--- config.mk ---
export PLATFORM = sky130hd
export DESIGN_NAME = lmfe_pixel_alu
export DESIGN_NICKNAME = d
export VERILOG_FILES = /design/src/rtl/lmfe_pkg.sv /design/src/rtl/lmfe_pixel_alu.sv
export SDC_FILE = /design/constraint.sdc
export NUM_CORES = 1
export LEC_CHECK = 0
export BUFFER_PORTS_ARGS = -buffer_cell sky130_fd_sc_hd__buf_2
export CELL_PAD_IN_SITES_DETAIL_PLACEMENT = 0
export CELL_PAD_IN_SITES_GLOBAL_PLACEMENT = 2
export CORE_MARGIN = 1.5
export CORE_UTILIZATION = 22
export DETAILED_ROUTE_END_ITERATION = 10
export GPL_ROUTABILITY_DRIVEN = 0
export PLACE_DENSITY_LB_ADDON = 0.15
export SETUP_SLACK_MARGIN = 0.1
export SYNTH_ARGS = -nofsm -noshare
export SYNTH_HDL_FRONTEND = slang
export SYNTH_SLANG_ARGS = --single-unit
export TNS_END_PERCENT = 50
--- constraint.sdc ---
create_clock -name vclk -period 2.66
set_input_delay 0.532 -clock vclk [all_inputs]
set_output_delay 0.532 -clock vclk [all_outputs]
set_load 0.01 [all_outputs]
--- src/rtl/lmfe_pkg.sv ---
package lmfe_pkg;

    typedef logic [2:0] req_t;
    typedef logic [2:0] tgt_t;
    typedef logic [1:0] alu_op_t;

    localparam req_t REQ_SET      = 3'd0;
    localparam req_t REQ_ADD      = 3'd1;
    localparam req_t REQ_INVERT   = 3'd2;
    localparam req_t REQ_READ_WRK = 3'd3;
    localparam req_t REQ_SHOW     = 3'd4;
    localparam req_t REQ_READ_DSP = 3'd5;

    localparam tgt_t TGT_PIXEL = 3'd0;
    localparam tgt_t TGT_ROW   = 3'd1;
    localparam tgt_t TGT_COL   = 3'd2;
    localparam tgt_t TGT_FRAME = 3'd3;
    localparam tgt_t TGT_STRIP = 3'd4;

    localparam alu_op_t ALU_SET    = 2'd0;
    localparam alu_op_t ALU_ADD    = 2'd1;
    localparam alu_op_t ALU_INVERT = 2'd2;

    localparam logic REG_COLS = 1'b0;
    localparam logic REG_ROWS = 1'b1;

    localparam int PIX_W  = 24;
    localparam int CHAN_W = 8;

    typedef enum logic [2:0] {
        ST_CLEAR,
        ST_IDLE,
        ST_DECODE,
        ST_DIVIDE,
        ST_RD,
        ST_WR,
        ST_DONE
    } state_t;

endpackage

--- src/rtl/lmfe_pixel_alu.sv ---
module lmfe_pixel_alu (
    input  lmfe_pkg::alu_op_t              op,
    input  logic [lmfe_pkg::PIX_W-1:0]     old_pix,
    input  logic [lmfe_pkg::PIX_W-1:0]     val_pix,
    output logic [lmfe_pkg::PIX_W-1:0]     new_pix
);

    always_comb
    begin
        logic [lmfe_pkg::CHAN_W:0]   sum;
        logic [lmfe_pkg::CHAN_W-1:0] o;
        logic [lmfe_pkg::CHAN_W-1:0] v;
        new_pix = '0;
        for (int k = 0; k < 3; k++)
        begin
            o   = old_pix[k*lmfe_pkg::CHAN_W +: lmfe_pkg::CHAN_W];
            v   = val_pix[k*lmfe_pkg::CHAN_W +: lmfe_pkg::CHAN_W];
            sum = {1'b0, o} + {1'b0, v};
            case (op)
                lmfe_pkg::ALU_SET:
                    new_pix[k*lmfe_pkg::CHAN_W +: lmfe_pkg::CHAN_W] = v;
                lmfe_pkg::ALU_ADD:
                    new_pix[k*lmfe_pkg::CHAN_W +: lmfe_pkg::CHAN_W] =
                        sum[lmfe_pkg::CHAN_W] ? '1 : sum[lmfe_pkg::CHAN_W-1:0];
                default:
                    new_pix[k*lmfe_pkg::CHAN_W +: lmfe_pkg::CHAN_W] = ~o;
            endcase
        end
    end

endmodule

==> out/metrics.sh <==
WORST_SLEW_PIN_SLEW_NS=0.448
START_UTIL_PCT=23.1
CLKBUF_COUNT=0
FIN_NETS=367
CP_MAX_FO=7
DRT-PASS1-ITER-COUNT=4
P_LEAK_nW=1.15
SYN-NUM-NETS=243
SYNTH_AREA_PER_CELL_UM2=7.70
MIN_FROM='old_pix[16]'
NUMBER_OF_SYNTHESIS_WARNINGS=0
GRT_PASS1_VIAS=1645
INSTANCES_NO_FILL=360
LAYOUT_COMMONEST_CELL='buf_2'
POST_ROUTE_CELLS_DRIVE_ABOVE_1_SHARE_PCT=58.7
TIMING.CRITICAL_PATH.FROM_TYPE='primary input'
DETAIL-ROUTE-ANTENNA-NETS=0
POWER.DENSITY_nW_PER_UM2=219
SYNTH.YOSYS.SEQ_AREA_SHARE_PCT=0
CRITICAL_PATH_CLASS='primary input to output port'
AVGVIACOUNTPERCELL=4.81
DRV_CAP=0
INITIALDRTVIOLATIONCOUNT=28
TOTALNEGATIVESETUPSLACK_NS=-3.58
NUMBER_OF_ANTENNA_VIOLATIONS_AT_THE_FIRST_CHECK_IN_GLOBAL_ROUTING=0
TIMING.FMAX_MHz=347
DIE-HEIGHT_UM=79.2
TOTALWIRELENGTH_UM=4410
SETUP_VIOL_COUNT_FINAL=22
FINAL.SETUP.WORST_SLACK_NS=-0.223
UTILIZATION_PCT=42.5
N_ANTENNA_CELL=0
MAXSLEWVIOLCOUNT=0
AREA_DELTA_SYNTH_FINAL_PCT=84.3
POST_DRT_WL_PER_CELL_UM=12.3
DIEWIDTH_UM=79.2
FINAL_MIN_PERIOD_OVER_CLOCK_PERIOD_PCT=108
SEQ_AREA_UM2=0
WORST_EP_REQUIRED_TIME_NS=2.13
STATUS='finished, violations left'
SHORTEST_PERIOD_THE_WORST_PATH_ALLOWS_NS=2.88
TIMING.FINAL.HOLD_VIOLATIONS=0
SYN-INSTANCE-COUNT=166
FAILED_CHECKS='setup timing'
GLOBAL_ROUTE.OVERFLOW_TOTAL=0
CORE_AREA_UM2=5540
IO_PINS=74
FLOORPLAN.DIE_AREA_UM2=6270
SYNTHESIZED_AREA_UM2=1280
MIN_PATH_TYPE='primary input to output port'
ENDPOINT_KIND_OF_THE_WORST_SETUP_TIMING_PATH='output port'
GROUTE.USAGE.OVERALL_PCT=13.7
SLEW-LIMIT-HEADROOM_PCT=70.1
ARRIVAL_NS=2.35
MOST-COMMON-LAYOUT-CELLS='buf_2, buf_4, ha_1'
POST_SYNTH_NUM_CELL_TYPES=33
WORSTHOLDENDPOINT='new_pix[16]'
GRT_SETUP_UNREPAIRED='yes'
LARGEST_NET_DEGREE_AT_THE_START_OF_GLOBAL_ROUTING=22
DP.CELLS=351
DR_TOTAL_VIAS=1733
WORST_HOLD_PATH_CELL_COUNT=3
DRC_ERRORS=0
PLACE_HPWL_UM=3570
NUMSEQUENTIALCELLS=0
NUMPORTBUFFERS=74
GRT_FIRST_PASS_WIRELENGTH_UM=7190
STD_CELL_ROWS=27
CTSHOLDBUFFERS=0
POWER.IR.VDD_WORST_uV=77.1
-- how the worst max path moves through the flow --
stage | start | to | slack (ns) | cells past startpoint
finish | old_pix[16] | new_pix[17] | -0.22 | 10
global route | old_pix[16] | new_pix[17] | -0.35 | 10
CTS | old_pix[16] | new_pix[17] | -0.21 | 10
detailed placement | old_pix[0] | new_pix[4] | -0.45 | 10
global placement | old_pix[0] | new_pix[4] | -0.39 | 10
floorplan | old_pix[16] | new_pix[16] | -0.06 | 7
-- cell families after synthesis --
group,count (synthesis),synth area share (%)
adders and majority gates,27,28.2
muxes,3,2.45
AOI/OAI and AO/OA,60,36.9
xor gates and xnor gates,16,11.0
and+or+nand+nor,51,18.8
buffers and inverters,9,2.64
-- metal layers --
layer	wire, µm	track usage, %
met1	2040	18.1
met4	0	0
met3	205	0.690
met2	2170	25.9
met5	0	0
-- power breakdown --
part	switching, mW	internal [mW]	leakage (nW)
Sequential	0	0	0
Clock	0	0	0
Combinational	0.247	0.268	1.15
-- critical path: stages --
cell and delay, ns:
buf_8 0.10, ha_4 0.16, fa_2 0.35, a21o_1 0.19
a221oi_2 0.29, nor2_2 0.08, a2111oi_4 0.21, buf_6 0.20
a221oi_2 0.07, buf_2 0.16
-- per-stage QoR --
step	power (mW)	instance area [µm²]	hold slack [ns]	setup slack [ns]
global placement	0.469	2140	1.35	-0.387
floorplan	0.260	1370	1.12	-0.0630
CTS	0.513	2320	1.33	-0.215
detailed placement	0.468	2140	1.35	-0.447
global route	0.569	2350	1.34	-0.350
finish	0.515	2350	1.33	-0.223
-- final cells by class --
class / count / area [µm²]
Inverter: 5 / 18.8
Timing Repair Buffer: 126 / 817
Multi-Input combinational cell: 157 / 1430
Fill cell: 588 / 3190
Tap cell: 72 / 90.1
-- synthesized netlist by cell type --
library cell,instances,area [µm²]
a221oi_2,2,30.0
a21o_2,2,17.5
o21bai_1,2,15.0
and2_1,2,12.5
nor2_1,20,75.1
or3_1,1,6.26
inv_1,5,18.8
nor2_2,2,12.5
a2111oi_4,2,55.1
ha_1,24,300
nor3b_1,3,22.5
o21ai_0,7,35.0
a21oi_1,14,70.1
nor2b_1,2,12.5
xor2_1,11,96.3
o31ai_1,1,7.51
clkbuf_1,4,15.0
a221oi_1,17,149
o22ai_1,4,25.0
fa_1,3,60.1
and3_1,2,12.5
or2_2,1,6.26
mux2_2,1,11.3
o221ai_1,1,8.76
and3_2,1,7.51
nand3_1,1,5.00
nand2_1,12,45.0
xnor2_1,5,43.8
a21o_1,7,52.6
a31oi_1,1,6.26
nand2b_1,2,12.5
nor3_1,2,10.0
mux2i_1,2,20.0
-- what timing repair did --
item,4_1_cts,5_1_grt
resized for setup,30,2
endpoints found under the setup margin,24,24
pin swaps,20,10
setup buffers,6,3
Note: power is estimated with default switching activity, not from simulation.
